--- src/hdl/vlc_pkg.sv ---
// ----------------------------------------------------------------------------
// vlc_pkg
// Shared types and constants for the velocity level curve pipeline.
// ----------------------------------------------------------------------------
package vlc_pkg;

	localparam int BYTE_W   = 8;
	localparam int BP_W     = 24;
	localparam int LVL_W    = 24;
	localparam int RATE_W   = 32;
	localparam int CFG_DW   = 32;
	localparam int CFG_AW   = 2;
	localparam int PROD_W   = 16;

	typedef enum logic [CFG_AW-1:0] {
		REG_BREAK_POINTS   = 2'd0,
		REG_SEGMENT_LEVELS = 2'd1,
		REG_SEGMENT_RATES  = 2'd2
	} reg_idx_t;

	typedef enum logic [2:0] {
		MODE_KEEP       = 3'd0,
		MODE_ADD_BENT   = 3'd1,
		MODE_ADD_MARGIN = 3'd2,
		MODE_ADD_SHR    = 3'd3,
		MODE_KEEP_ALT   = 3'd4,
		MODE_SUB_SHR    = 3'd5,
		MODE_SUB_MARGIN = 3'd6,
		MODE_SUB_BENT   = 3'd7
	} mode_t;

	localparam logic [3:0] BOOST_MUL = 4'd12;
	localparam logic [6:0] LEVEL_MAX = 7'h7F;
	localparam logic [7:0] AMP_MAX   = 8'hFF;

	typedef struct packed {
		logic [7:0]        margin;
		logic [7:0]        base;
		logic [3:0]        shift;
		logic              boost;
		mode_t             mode;
		logic [7:0]        total_level;
		logic signed [7:0] vol_bias;
	} seg_t;

	typedef struct packed {
		logic [6:0]        level;
		logic [7:0]        total_level;
		logic signed [7:0] vol_bias;
	} lvl_t;

endpackage

--- src/hdl/vlc_segment.sv ---
// ----------------------------------------------------------------------------
// vlc_segment
// Stage 1: picks the curve segment from the break points and forms the margin.
// ----------------------------------------------------------------------------
module vlc_segment (
	input  logic                        clk,
	input  logic                        arst_n,
	input  logic                        up_valid,
	output logic                        up_ready,
	input  logic [7:0]                  velocity,
	input  logic [7:0]                  total_level,
	input  logic signed [7:0]           vol_bias,
	input  logic [vlc_pkg::BP_W-1:0]    break_points,
	input  logic [vlc_pkg::LVL_W-1:0]   segment_levels,
	input  logic [vlc_pkg::RATE_W-1:0]  segment_rates,
	output logic                        dn_valid,
	input  logic                        dn_ready,
	output vlc_pkg::seg_t               seg
);
	import vlc_pkg::*;

	logic       gt0, gt1, gt2;
	logic [7:0] point, base, rate;
	logic       valid_s1;
	seg_t       seg_s1;
	seg_t       seg_d;

	assign gt0 = velocity > break_points[7:0];
	assign gt1 = gt0 && (velocity > break_points[15:8]);
	assign gt2 = gt1 && (velocity > break_points[23:16]);

	always_comb begin
		point = 8'd0;
		base  = 8'd0;
		rate  = segment_rates[7:0];
		if (gt2) begin
			point = break_points[23:16];
			base  = segment_levels[23:16];
			rate  = segment_rates[31:24];
		end else if (gt1) begin
			point = break_points[15:8];
			base  = segment_levels[15:8];
			rate  = segment_rates[23:16];
		end else if (gt0) begin
			point = break_points[7:0];
			base  = segment_levels[7:0];
			rate  = segment_rates[15:8];
		end
		seg_d.margin      = velocity - point;
		seg_d.base        = base;
		seg_d.shift       = rate[7:4];
		seg_d.boost       = rate[3];
		seg_d.mode        = mode_t'(rate[2:0]);
		seg_d.total_level = total_level;
		seg_d.vol_bias    = vol_bias;
	end

	assign up_ready = !valid_s1 || dn_ready;

	always_ff @(posedge clk or negedge arst_n) begin
		if (!arst_n) begin
			valid_s1 <= 1'b0;
		end else if (up_ready) begin
			valid_s1 <= up_valid;
		end
	end

	always_ff @(posedge clk) begin
		if (up_ready && up_valid) begin
			seg_s1 <= seg_d;
		end
	end

	assign dn_valid = valid_s1;
	assign seg      = seg_s1;

endmodule

--- src/hdl/vlc_level.sv ---
// ----------------------------------------------------------------------------
// vlc_level
// Stage 2: bends the margin by the rate byte, wraps and clamps the level.
// ----------------------------------------------------------------------------
module vlc_level (
	input  logic          clk,
	input  logic          arst_n,
	input  logic          up_valid,
	output logic          up_ready,
	input  vlc_pkg::seg_t seg,
	output logic          dn_valid,
	input  logic          dn_ready,
	output vlc_pkg::lvl_t lvl
);
	import vlc_pkg::*;

	logic [10:0] boost_prod;
	logic [25:0] boost_wide;
	logic [7:0]  bent, shr, sum;
	logic        valid_s2;
	lvl_t        lvl_s2;
	lvl_t        lvl_d;

	assign boost_prod = 11'(seg.margin[6:0]) * 11'(BOOST_MUL);
	assign boost_wide = 26'(boost_prod) << seg.shift;
	assign bent       = seg.boost ? boost_wide[10:3] : 8'(seg.margin << seg.shift);
	assign shr        = seg.margin >> seg.shift;

	always_comb begin
		case (seg.mode)
			MODE_ADD_BENT:   sum = seg.base + bent;
			MODE_ADD_MARGIN: sum = seg.base + seg.margin;
			MODE_ADD_SHR:    sum = seg.base + shr;
			MODE_SUB_SHR:    sum = seg.base - shr;
			MODE_SUB_MARGIN: sum = seg.base - seg.margin;
			MODE_SUB_BENT:   sum = seg.base - bent;
			default:         sum = seg.base;
		endcase
		// anything at or above 128, wrapped negatives included, pins to max
		lvl_d.level       = sum[7] ? LEVEL_MAX : sum[6:0];
		lvl_d.total_level = seg.total_level;
		lvl_d.vol_bias    = seg.vol_bias;
	end

	assign up_ready = !valid_s2 || dn_ready;

	always_ff @(posedge clk or negedge arst_n) begin
		if (!arst_n) begin
			valid_s2 <= 1'b0;
		end else if (up_ready) begin
			valid_s2 <= up_valid;
		end
	end

	always_ff @(posedge clk) begin
		if (up_ready && up_valid) begin
			lvl_s2 <= lvl_d;
		end
	end

	assign dn_valid = valid_s2;
	assign lvl      = lvl_s2;

endmodule

--- src/hdl/vlc_scale.sv ---
// ----------------------------------------------------------------------------
// vlc_scale
// Stages 3 and 4: scales the level by total level, adds the bias, inverts.
// ----------------------------------------------------------------------------
module vlc_scale (
	input  logic          clk,
	input  logic          arst_n,
	input  logic          up_valid,
	output logic          up_ready,
	input  vlc_pkg::lvl_t lvl,
	output logic          dn_valid,
	input  logic          dn_ready,
	output logic [7:0]    attenuation
);
	import vlc_pkg::*;

	logic [7:0]        lev_p1;
	logic [8:0]        scl;
	logic [16:0]       prod_full;
	logic [PROD_W-1:0] prod_s3, prod_m1;
	logic signed [7:0] bias_s3;
	logic              valid_s3, en_s3;
	logic [7:0]        amp, clamped;
	logic [9:0]        sum;
	logic              valid_s4, en_s4;
	logic [7:0]        attenuation_s4;

	assign lev_p1    = {1'b0, lvl.level} + 8'd1;
	assign scl       = 9'h100 - {1'b0, lvl.total_level};
	assign prod_full = 17'(lev_p1) * 17'(scl);

	assign en_s4    = !valid_s4 || dn_ready;
	assign en_s3    = !valid_s3 || en_s4;
	assign up_ready = en_s3;

	always_ff @(posedge clk or negedge arst_n) begin
		if (!arst_n) begin
			valid_s3 <= 1'b0;
			valid_s4 <= 1'b0;
		end else begin
			if (en_s3) begin
				valid_s3 <= up_valid;
			end
			if (en_s4) begin
				valid_s4 <= valid_s3;
			end
		end
	end

	always_ff @(posedge clk) begin
		if (en_s3 && up_valid) begin
			prod_s3 <= prod_full[PROD_W-1:0];
			bias_s3 <= lvl.vol_bias;
		end
	end

	// (p * 512 - 1) >> 16 equals (p - 1) >> 7 since p is never zero
	assign prod_m1 = prod_s3 - 16'd1;
	assign amp     = prod_m1[14:7];
	assign sum     = {2'b00, amp} + {{2{bias_s3[7]}}, bias_s3};

	always_comb begin
		if (sum[9]) begin
			clamped = 8'd0;
		end else if (sum[8]) begin
			clamped = AMP_MAX;
		end else begin
			clamped = sum[7:0];
		end
	end

	always_ff @(posedge clk) begin
		if (en_s4 && valid_s3) begin
			attenuation_s4 <= ~clamped;
		end
	end

	assign dn_valid    = valid_s4;
	assign attenuation = attenuation_s4;

	a_prod_nonzero: assert property (@(posedge clk) disable iff (!arst_n)
		valid_s3 |-> prod_s3 != 16'd0)
		else $error("scale product is zero");

	a_prod_range: assert property (@(posedge clk) disable iff (!arst_n)
		valid_s3 |-> prod_s3 <= 16'd32768)
		else $error("scale product out of range");

	a_s3_hold: assert property (@(posedge clk) disable iff (!arst_n)
		(valid_s3 && !en_s4) |=> (valid_s3 && $stable(prod_s3) && $stable(bias_s3)))
		else $error("stage 3 lost its beat during a stall");

endmodule

--- src/hdl/velocity_level_curve.sv ---
// ----------------------------------------------------------------------------
// velocity_level_curve
// Maps a note velocity through a four-segment level curve to a TL byte.
// ----------------------------------------------------------------------------
// Usage:
//   Input channel (in_valid/in_ready) carries one beat per note: velocity,
//   total_level and the signed vol_bias. Output channel (out_valid/out_ready)
//   returns one attenuation beat per input beat, in order.
//   The curve registers are written through cfg_we/cfg_index/cfg_wdata while
//   no beat is in flight; index 0 break points, 1 segment levels, 2 rates.
//   Writes to other indexes are ignored.
// Stages: segment select, level bend, multiply, bias and clamp, in that order
//   from input beat to output beat, one register stage each.
// Throughput: one beat per cycle, sustained while out_ready is high.
// Reset: arst_n clears the curve registers and empties the pipeline.
// Stall: when out_ready is low the stages fill up behind the output register;
//   in_ready drops only once every stage holds a beat. Nothing is dropped.
// ----------------------------------------------------------------------------
module velocity_level_curve (
	input  logic                         clk,
	input  logic                         arst_n,
	input  logic                         cfg_we,
	input  logic [vlc_pkg::CFG_AW-1:0]   cfg_index,
	input  logic [vlc_pkg::CFG_DW-1:0]   cfg_wdata,
	input  logic                         in_valid,
	output logic                         in_ready,
	input  logic [7:0]                   velocity,
	input  logic [7:0]                   total_level,
	input  logic signed [7:0]            vol_bias,
	output logic                         out_valid,
	input  logic                         out_ready,
	output logic [7:0]                   attenuation
);
	import vlc_pkg::*;

	logic [BP_W-1:0]   break_points_q;
	logic [LVL_W-1:0]  segment_levels_q;
	logic [RATE_W-1:0] segment_rates_q;

	logic seg_valid, seg_ready;
	logic lvl_valid, lvl_ready;
	seg_t seg;
	lvl_t lvl;

	always_ff @(posedge clk or negedge arst_n) begin
		if (!arst_n) begin
			break_points_q   <= '0;
			segment_levels_q <= '0;
			segment_rates_q  <= '0;
		end else if (cfg_we) begin
			case (cfg_index)
				REG_BREAK_POINTS:   break_points_q   <= cfg_wdata[BP_W-1:0];
				REG_SEGMENT_LEVELS: segment_levels_q <= cfg_wdata[LVL_W-1:0];
				REG_SEGMENT_RATES:  segment_rates_q  <= cfg_wdata[RATE_W-1:0];
				default: ;
			endcase
		end
	end

	vlc_segment u_segment (
		.clk            (clk),
		.arst_n         (arst_n),
		.up_valid       (in_valid),
		.up_ready       (in_ready),
		.velocity       (velocity),
		.total_level    (total_level),
		.vol_bias       (vol_bias),
		.break_points   (break_points_q),
		.segment_levels (segment_levels_q),
		.segment_rates  (segment_rates_q),
		.dn_valid       (seg_valid),
		.dn_ready       (seg_ready),
		.seg            (seg)
	);

	vlc_level u_level (
		.clk      (clk),
		.arst_n   (arst_n),
		.up_valid (seg_valid),
		.up_ready (seg_ready),
		.seg      (seg),
		.dn_valid (lvl_valid),
		.dn_ready (lvl_ready),
		.lvl      (lvl)
	);

	vlc_scale u_scale (
		.clk         (clk),
		.arst_n      (arst_n),
		.up_valid    (lvl_valid),
		.up_ready    (lvl_ready),
		.lvl         (lvl),
		.dn_valid    (out_valid),
		.dn_ready    (out_ready),
		.attenuation (attenuation)
	);

endmodule

--- config.mk ---
export PLATFORM = sky130hd
export DESIGN_NAME = velocity_level_curve
export DESIGN_NICKNAME = d
export VERILOG_FILES = /design/src/hdl/vlc_pkg.sv /design/src/hdl/vlc_segment.sv /design/src/hdl/vlc_level.sv /design/src/hdl/vlc_scale.sv /design/src/hdl/velocity_level_curve.sv
export SDC_FILE = /design/constraint.sdc
export NUM_CORES = 1
export LEC_CHECK = 0
export BUFFER_PORTS_ARGS = -buffer_cell sky130_fd_sc_hd__buf_2
export CORE_UTILIZATION = 50
export CTS_BUF_LIST = sky130_fd_sc_hd__clkbuf_4 sky130_fd_sc_hd__clkbuf_8
export CTS_CLUSTER_SIZE = 10
export DETAILED_ROUTE_END_ITERATION = 10
export HOLD_SLACK_MARGIN = 0.02
export PLACE_DENSITY = 0.75
export SYNTH_ARGS = -nofsm -noshare
export SYNTH_HDL_FRONTEND = slang
export SYNTH_SLANG_ARGS = --single-unit
--- constraint.sdc ---
create_clock -name clk -period 10.9 [get_ports clk]
set_input_delay 1.09 -clock clk [delete_from_list [all_inputs] [get_ports clk]]
set_output_delay 1.09 -clock clk [all_outputs]
set_load 0.01 [all_outputs]
==> out/results.tsv, run 1 <==
stage	metric	value	unit
worst_setup_path	Crit Path Class	flop to flop	
clock_network	Root Driver	clkbuf_8	
worst_setup_path	Startpoint Class	flop	
final_layout	fillers	2157	
worst_hold_path	HP Class	flop to flop	
synthesis	top area cells in the synthesized netlist	edfxtp_1 22%, dfrtp_1 16%, ha_1 9.2%	
synthesis	YS warnings	0	
timing	skew final	0.0259	ns
worst_setup_path	Crit Reg-Reg Endpoint	u_scale.prod_s3[13]	
floorplanning	die footprint	26400	µm²
timing	unrepaired setup endpoints after global routing	false	
floorplanning	Core Area	25200	µm²
place	PortBufs	72	
floorplanning	Die W	162	µm
synthesis	area leader, netlist	edfxtp_1	
global_routing	antenna violations before repair	0	
clock_network	CTS Hold Bufs	0	
worst_setup_path	r2r startpoint	u_level.lvl[16]	
place	Placer Congestion	0.893	
run_status	outcome	complete, no violations	
global_routing	GRT Util Overall	21.8	%
timing	Final Cycle Share	54.9	%
global_routing	total grt overflow	0	
final_layout	Area Overhead vs Synth	7.78	%
clock_network	clk buf depth	2	
worst_setup_path	worst-path fanout max	12	
global_routing	first-pass GRT wire length	45.7	mm
timing	fin crit period	5.99	ns
place	Final HPWL DP	20.5	mm
worst_setup_path	Worst EP arrival	6.21	ns
final_layout	Storage cell area	4920	µm²
run	MaxCap Viol Count	0	
clock_network	CTS Buf Count	17	
synthesis	syn_nets	1452	
timing	worst slew pin tran	1.11	ns
synthesis	ys flop type	edfxtp_1	
worst_setup_path	FF-to-FF path depth	21	
drt	DRT antenna net count	0	
synthesis	Synth top cells by count	121 x inv_1, 119 x nor2_1, 95 x ha_1	
drt	via count	9288	
floorplanning	initial core utilization	51.1	%
clock_network	CTS tree	yes	
worst_hold_path	hold depth	0	
drt	Vias/cell	5.66	
synthesis	ys async rst share	47.2	%
final_layout	Total Nets Final	1501	
synthesis	#FFs+latches synth	178	
synthesis	top cell type's share of synthesized area	21.9	%
worst_hold_path	Hold Path Sink	u_scale.bias_s3[0]	
drt	drt first pass iters	5	
timing	max_slew headroom	26.1	%
global_routing	vias in the first global route	9340	
drt	drc violations	0	
final_layout	Final Core Density	55.1	%
worst_setup_path	R2R setup slack	4.91	ns
worst_setup_path	CP endpoint kind	flop	
worst_setup_path	WP data required	11.12	ns
global_routing	largest net degree at the start of global routing	85	
synthesis	Synth Cell Area	12900	µm²
clock_network	Clock Sinks	178	
drt	routed wire length	27.6	mm
clock_network	Post-CTS Resized	0	
timing	Final Hold Vio Count	0	
timing	f_max	167	MHz
floorplanning	I/O pin count	73	
final_layout	layout cells sized above 1	16.9	%
clock_network	Worst-path clk slew	0.11	ns
synthesis	post-synthesis sequential area ratio	38.3	%
floorplanning	die height	162	µm
synthesis	Distinct cells, synth	82	
floorplanning	Rows	58	
synthesis	most frequent cell after synthesis	inv_1	
timing	final setup fails	0	
synthesis	Mean Syn Cell Area	10.3	µm²
clock_network	clk_lat worst skew	0.47	ns
final_layout	area of the multi-input gates	7220	µm²
clock_network	postcts setup bufs	0	
drt	initial DRC count	522	
timing	Setup TNS	0	ns
synthesis	Post-Syn Instances	1249	
final_layout	number of antenna diodes	0	
drt	WL/cell	16.8	µm
worst_hold_path	Hold Crit Start	u_level.lvl[0]	
clock_network	htree depth	4	
synthesis	Post-synth EDFFs	94	
timing	fin. max-slew vios	0	
## placed cells by master (no fill, tap or decap), types with 5 or more instances in the layout
cell type and n:
inv_1 121, nor2_1 119, ha_1 95, edfxtp_1 94
dfrtp_1 84, o21ai_0 71, buf_2 71, nand2_1 63
a21oi_1 59, mux2_2 59, fa_1 45, xnor2_1 43
mux2i_1 39, nand2b_1 24, a21o_1 23, a211oi_1 21
nand3_1 20, xor2_1 19, nor2b_1 19, clkbuf_8 17
or2_2 14, nor3_1 12, a211o_1 10, buf_4 10
o221ai_1 8, nor4_1 7, or3_1 7, o21a_1 7
mux4_2 7, a31oi_1 7, nand3b_1 6, o22ai_1 6
nand4_1 6, or4_1 5, o21bai_1 5
## metal layers
metal	wire length, µm	up-vias	track usage (%)
li1	-	4498	-
met1	12400	4495	29.0
met2	13400	255	36.8
met3	1210	40	3.36
met4	561	0	6.65
met5	0	-	0
## cells by family (layout without fill, tap and decap cells)
family | Yosys count | count (layout) | synth area share, %
compound gates | 259 | 259 | 13.2
buf+inv | 175 | 237 | 5.67
flops | 178 | 178 | 38.3
mux | 106 | 106 | 9.63
fa+ha+maj | 140 | 140 | 16.2
xor+xnor | 63 | 63 | 4.35
simple gates | 328 | 328 | 12.7
## flip-flops by register name, summed over array words and instances, names as in the netlist, 8 cells and up
signal	flops
u_segment.seg	40
segment_rates_q	32
break_points_q	24
segment_levels_q	24
u_level.lvl	23
u_scale.prod_s3	15
u_scale.attenuation	8
u_scale.bias_s3	8
## worst max-delay path by stage
stage | start | end | slack [ns] | cells past startpoint
floorplan | u_level.lvl[8] | u_scale.prod_s3[13] | 5.70 | 22
detailed placement | u_level.lvl[16] | u_scale.prod_s3[13] | 5.01 | 21
global placement | u_level.lvl[16] | u_scale.prod_s3[13] | 5.27 | 21
finish | u_level.lvl[16] | u_scale.prod_s3[13] | 4.91 | 21
CTS | u_level.lvl[16] | u_scale.prod_s3[13] | 4.99 | 21
global route | u_level.lvl[16] | u_scale.prod_s3[13] | 4.58 | 21
## area by class of cell
class,count,share of cell area (%)
multi-input combinational,896,52.1
sequential,178,35.5
inverter,124,3.38
timing repair buffer,81,3.10
tap,330,2.98
clock buffer,17,1.69
clock inverter,15,1.24
## worst max-delay path: stages, from the launching register on
cell and delay (ns):
edfxtp_1 0.57, ha_1 0.32, nand3_1 0.12, xor2_1 0.60, nor2_1 0.16, fa_1 0.56, inv_1 0.05, fa_1 0.48
inv_1 0.06, fa_1 0.52, inv_1 0.06, fa_1 0.53, inv_1 0.04, ha_1 0.32, a21boi_0 0.16, o21ai_0 0.27
a21boi_0 0.18, o21ai_0 0.18, nand2b_1 0.11, a21o_1 0.19, a21oi_1 0.19, xnor2_1 0.09
## metrics by stage
stage               setup WS [ns]  hold WS, ns  cells  cell area (µm²)
finish                       4.91        0.426   1641            13900
global route                 4.58        0.436   1641            13900
CTS                          4.99        0.431   1641            13900
detailed placement           5.01        0.405   1609            13500
global placement             5.27        0.403   1609            13500
floorplan                    5.70        0.400   1249            12900
Power of run 1 is left out: the tool's default activity adds up to more than one toggle a clock period on the data nets, which glitch-free logic cannot reach.
==> run 2: changes to the inputs <==
--- a/config.mk
+++ b/config.mk
@@ -5,13 +5,14 @@
 export SDC_FILE = /design/constraint.sdc
 export NUM_CORES = 1
 export LEC_CHECK = 0
+export ABC_AREA = 1
 export BUFFER_PORTS_ARGS = -buffer_cell sky130_fd_sc_hd__buf_2
 export CORE_UTILIZATION = 50
 export CTS_BUF_LIST = sky130_fd_sc_hd__clkbuf_4 sky130_fd_sc_hd__clkbuf_8
 export CTS_CLUSTER_SIZE = 10
 export DETAILED_ROUTE_END_ITERATION = 10
 export HOLD_SLACK_MARGIN = 0.02
-export PLACE_DENSITY = 0.75
+export PLACE_DENSITY = 0.76
 export SYNTH_ARGS = -nofsm -noshare
 export SYNTH_HDL_FRONTEND = slang
 export SYNTH_SLANG_ARGS = --single-unit
==> constraint.sdc (replaced) <==
create_clock -name clk -period 6.3 [get_ports clk]
set_input_delay 0.63 -clock clk [delete_from_list [all_inputs] [get_ports clk]]
set_output_delay 0.63 -clock clk [all_outputs]
set_load 0.01 [all_outputs]
==> run 2 against run 1 <==
Net effect:
- non-clock buffer count grew 3
- critical path depth grew 4
- register-to-register slack lost 4.4 ns
- maximum frequency grew 3.5%
- sequential cell count is the same
- wire length grew 2.2%
==> out/results.tsv, run 2 <==
stage	metric	value	unit	change
run_status	outcome	complete, no violations		unchanged
worst_setup_path	Crit Reg-Reg Endpoint	u_scale.prod_s3[13]		unchanged
global_routing	first-pass GRT wire length	46.9	mm	was 45.7 mm
global_routing	largest net degree at the start of global routing	85		unchanged
timing	fin. max-slew vios	0		unchanged
synthesis	Distinct cells, synth	61		was 82
global_routing	antenna violations before repair	0		unchanged
drt	WL met1	13.0	mm	was 12.4 mm
clock_network	Worst-path clk slew	0.11	ns	about the same
drt	routed wire length	28.2	mm	was 27.6 mm
synthesis	Mean Syn Cell Area	8.60	µm²	was 10.3 µm²
place	PortBufs	72		unchanged
synthesis	multiplexer share of the synthesized area	1.12	%	was 9.63%
worst_setup_path	Crit Path Class	flop to flop		unchanged
drt	DRT antenna net count	0		unchanged
timing	max_slew headroom	26.6	%	was 26.1%
synthesis	Synth Area in Simple Gates	19.5	%	was 12.7%
synthesis	area leader, netlist	edfxtp_1		unchanged
synthesis	top cell type's share of synthesized area	22.6	%	was 21.9%
floorplanning	I/O pin count	73		unchanged
synthesis	YS warnings	0		unchanged
global_routing	total grt overflow	0		unchanged
drt	Top Metal Used	met4		unchanged
drt	initial DRC count	714		was 522
floorplanning	die height	160	µm	was 162 µm
final_layout	max FFs per register	40		unchanged
place	Placer Congestion	0.922		was 0.893
clock_network	clk buf depth	2		unchanged
floorplanning	die footprint	25600	µm²	was 26400 µm²
synthesis	Synth Cell Area	12500	µm²	was 12900 µm²
synthesis	post-synthesis compound-gate area fraction	11.6	%	was 13.2%
drt	WL/cell	15.2	µm	was 16.8 µm
worst_hold_path	HP Class	input pin to flop		was flop to flop
timing	fin crit period	5.78	ns	was 5.99 ns
timing	Setup TNS	0	ns	unchanged
drt	routed wl met3	1.23	mm	was 1.21 mm
place	Final HPWL DP	21.6	mm	was 20.5 mm
timing	skew final	0.0242	ns	was 0.0259 ns
clock_network	Root Driver	clkbuf_8		unchanged
timing	f_max	173	MHz	was 167 MHz
synthesis	syn_nets	1654		was 1452
final_layout	number of antenna diodes	0		unchanged
worst_setup_path	worst-path fanout max	7		was 12
synthesis	Post-Synth Adder-Cell Area	16.7	%	was 16.2%
worst_hold_path	Hold Path Sink	u_segment.seg[1]		was u_scale.bias_s3[0]
timing	final setup fails	0		unchanged
worst_setup_path	r2r startpoint	u_level.lvl[8]		was u_level.lvl[16]
worst_hold_path	hold depth	1		was 0
worst_setup_path	WP data required	6.53	ns	was 11.12 ns
worst_setup_path	Startpoint Class	flop		unchanged
synthesis	combinational family with the most area after synthesis	simple AND/OR/NAND/NOR gates		was adder cells
synthesis	ys async rst share	47.2	%	unchanged
worst_setup_path	R2R setup slack	0.52	ns	was 4.91 ns
final_layout	layout cells sized above 1	12.5	%	was 16.9%
final_layout	most frequent cells in the layout	285 x nand2_1, 227 x inv_1, 130 x o21ai_0, 123 x nor2_1, 95 x ha_1		was 121 x inv_1, 119 x nor2_1, 95 x ha_1, 94 x edfxtp_1, 84 x dfrtp_1
clock_network	htree depth	4		unchanged
timing	Final Hold Vio Count	0		unchanged
worst_setup_path	FF-to-FF path depth	25		was 21
floorplanning	Core Area	24400	µm²	was 25200 µm²
timing	worst slew pin tran	1.10	ns	was 1.11 ns
synthesis	#FFs+latches synth	178		unchanged
worst_setup_path	Worst EP arrival	6.02	ns	was 6.21 ns
synthesis	post-synthesis xor/xnor area fraction	2.94	%	was 4.35%
synthesis	top area cells in the synthesized netlist	edfxtp_1 23%, dfrtp_1 17%, ha_1 9.5%		was edfxtp_1 22%, dfrtp_1 16%, ha_1 9.2%
worst_hold_path	Hold Crit Start	vol_bias[1]		was u_level.lvl[0]
clock_network	CTS Buf Count	17		unchanged
final_layout	most common cell after layout, fill and taps aside	nand2_1		was inv_1
synthesis	Post-Syn Instances	1451		was 1249
clock_network	CTS tree	yes		unchanged
synthesis	Post-synth EDFFs	94		unchanged
clock_network	CTS Hold Bufs	0		unchanged
drt	met2 routed WL	13.4	mm	about the same
run	MaxCap Viol Count	0		unchanged
global_routing	GRT Util Overall	23.0	%	was 21.8%
clock_network	Post-CTS Resized	0		unchanged
synthesis	Synth top cells by count	285 x nand2_1, 227 x inv_1, 130 x o21ai_0		was 121 x inv_1, 119 x nor2_1, 95 x ha_1
floorplanning	Die W	160	µm	was 162 µm
drt	via count	9837		was 9288
clock_network	Clock Sinks	178		unchanged
worst_setup_path	CP endpoint kind	flop		unchanged
final_layout	Total Nets Final	1721		was 1501
synthesis	ys flop type	edfxtp_1		unchanged
drt	Vias/cell	5.30		was 5.66
timing	Final Cycle Share	91.8	%	was 54.9%
floorplanning	Rows	57		was 58
drt	drt first pass iters	5		unchanged
synthesis	most frequent cell after synthesis	nand2_1		was inv_1
timing	unrepaired setup endpoints after global routing	false		unchanged
drt	drc violations	0		unchanged
final_layout	Area Overhead vs Synth	8.65	%	was 7.78%
clock_network	postcts setup bufs	0		unchanged
global_routing	vias in the first global route	9529		was 9340
synthesis	post-synthesis sequential area ratio	39.4	%	was 38.3%
clock_network	clk_lat worst skew	0.48	ns	was 0.47 ns
floorplanning	initial core utilization	51.2	%	was 51.1%
## run 2: cell types whose count changed after synthesis, moves of 34 or more
cell	delta
inv_1	+106
nand3_1	+41
mux2i_1	-34
mux2_2	-51
o21ai_0	+59
nand2_1	+222
## run 2: final cells by class
| class | instances | area [µm²] |
|---|---|---|
| Clock buffer | 18 | 241 |
| Clock inverter | 14 | 146 |
| Fill cell | 2189 | 10800 |
| Inverter | 241 | 907 |
| Multi-Input combinational cell | 996 | 6490 |
| Sequential cell | 178 | 4920 |
| Tap cell | 324 | 405 |
| Timing Repair Buffer | 84 | 453 |
## run 2: worst max-delay path, stage by stage (launching register included)
cell and delay [ns]:
edfxtp_1 0.44, inv_1 0.23, ha_1 0.25, inv_1 0.05, nor3_1 0.21, or3b_1 0.40
nor2_1 0.09, inv_1 0.06, nand2_1 0.21, nor2_1 0.09, fa_1 0.48, inv_1 0.05
fa_1 0.47, fa_1 0.51, fa_1 0.54, inv_1 0.04, ha_1 0.34, a21oi_1 0.13
o21ai_0 0.15, a21oi_1 0.19, nor2_1 0.08, nor2_1 0.09, nor2_1 0.06, o21ai_0 0.16
nand2_1 0.09, xor2_1 0.14
## run 2: stage by stage
step | std cells | hold WS (ns) | instance area, µm² | worst slack [ns] | util (%)
floorplan | 1451 | 0.334 | 12500 | 0.901 | -
global placement | 1823 | 0.404 | 13200 | 0.763 | 54.0
detailed placement | 1823 | 0.406 | 13200 | 0.566 | 54.0
CTS | 1855 | 0.287 | 13600 | 0.550 | 55.6
global route | 1855 | 0.290 | 13600 | 0.0469 | 55.6
finish | 1855 | 0.320 | 13600 | 0.516 | 55.6
## run 2: logic make-up after synthesis
kind of cell / after synthesis
AO/OA/AOI/OAI: 255
XOR/XNOR: 41
adder cells (fa/ha/maj): 140
buffers and inverters: 277
flip-flops: 178
multiplexers: 13
AND/OR/NAND/NOR: 547
## run 2: worst max-delay path by stage
stage | startpoint | endpoint | slack [ns] | cells past startpoint
after floorplan | u_level.lvl[8] | u_scale.prod_s3[14] | 0.90 | 24
after global placement | u_level.lvl[8] | u_scale.prod_s3[13] | 0.76 | 25
after detailed placement | u_level.lvl[8] | u_scale.prod_s3[13] | 0.57 | 25
after CTS | u_level.lvl[8] | u_scale.prod_s3[13] | 0.55 | 25
after global routing | u_level.lvl[8] | u_scale.prod_s3[13] | 0.05 | 25
final | u_level.lvl[8] | u_scale.prod_s3[13] | 0.52 | 25
## run 2: metal layers
| layer | track usage [%] | up-vias |
|---|---|---|
| met5 | 0 | - |
| met4 | 7.27 | 0 |
| met3 | 2.96 | 33 |
| met2 | 37.5 | 277 |
| met1 | 31.9 | 4634 |
| li1 | - | 4893 |
Power of run 2 is left out for the same reason.
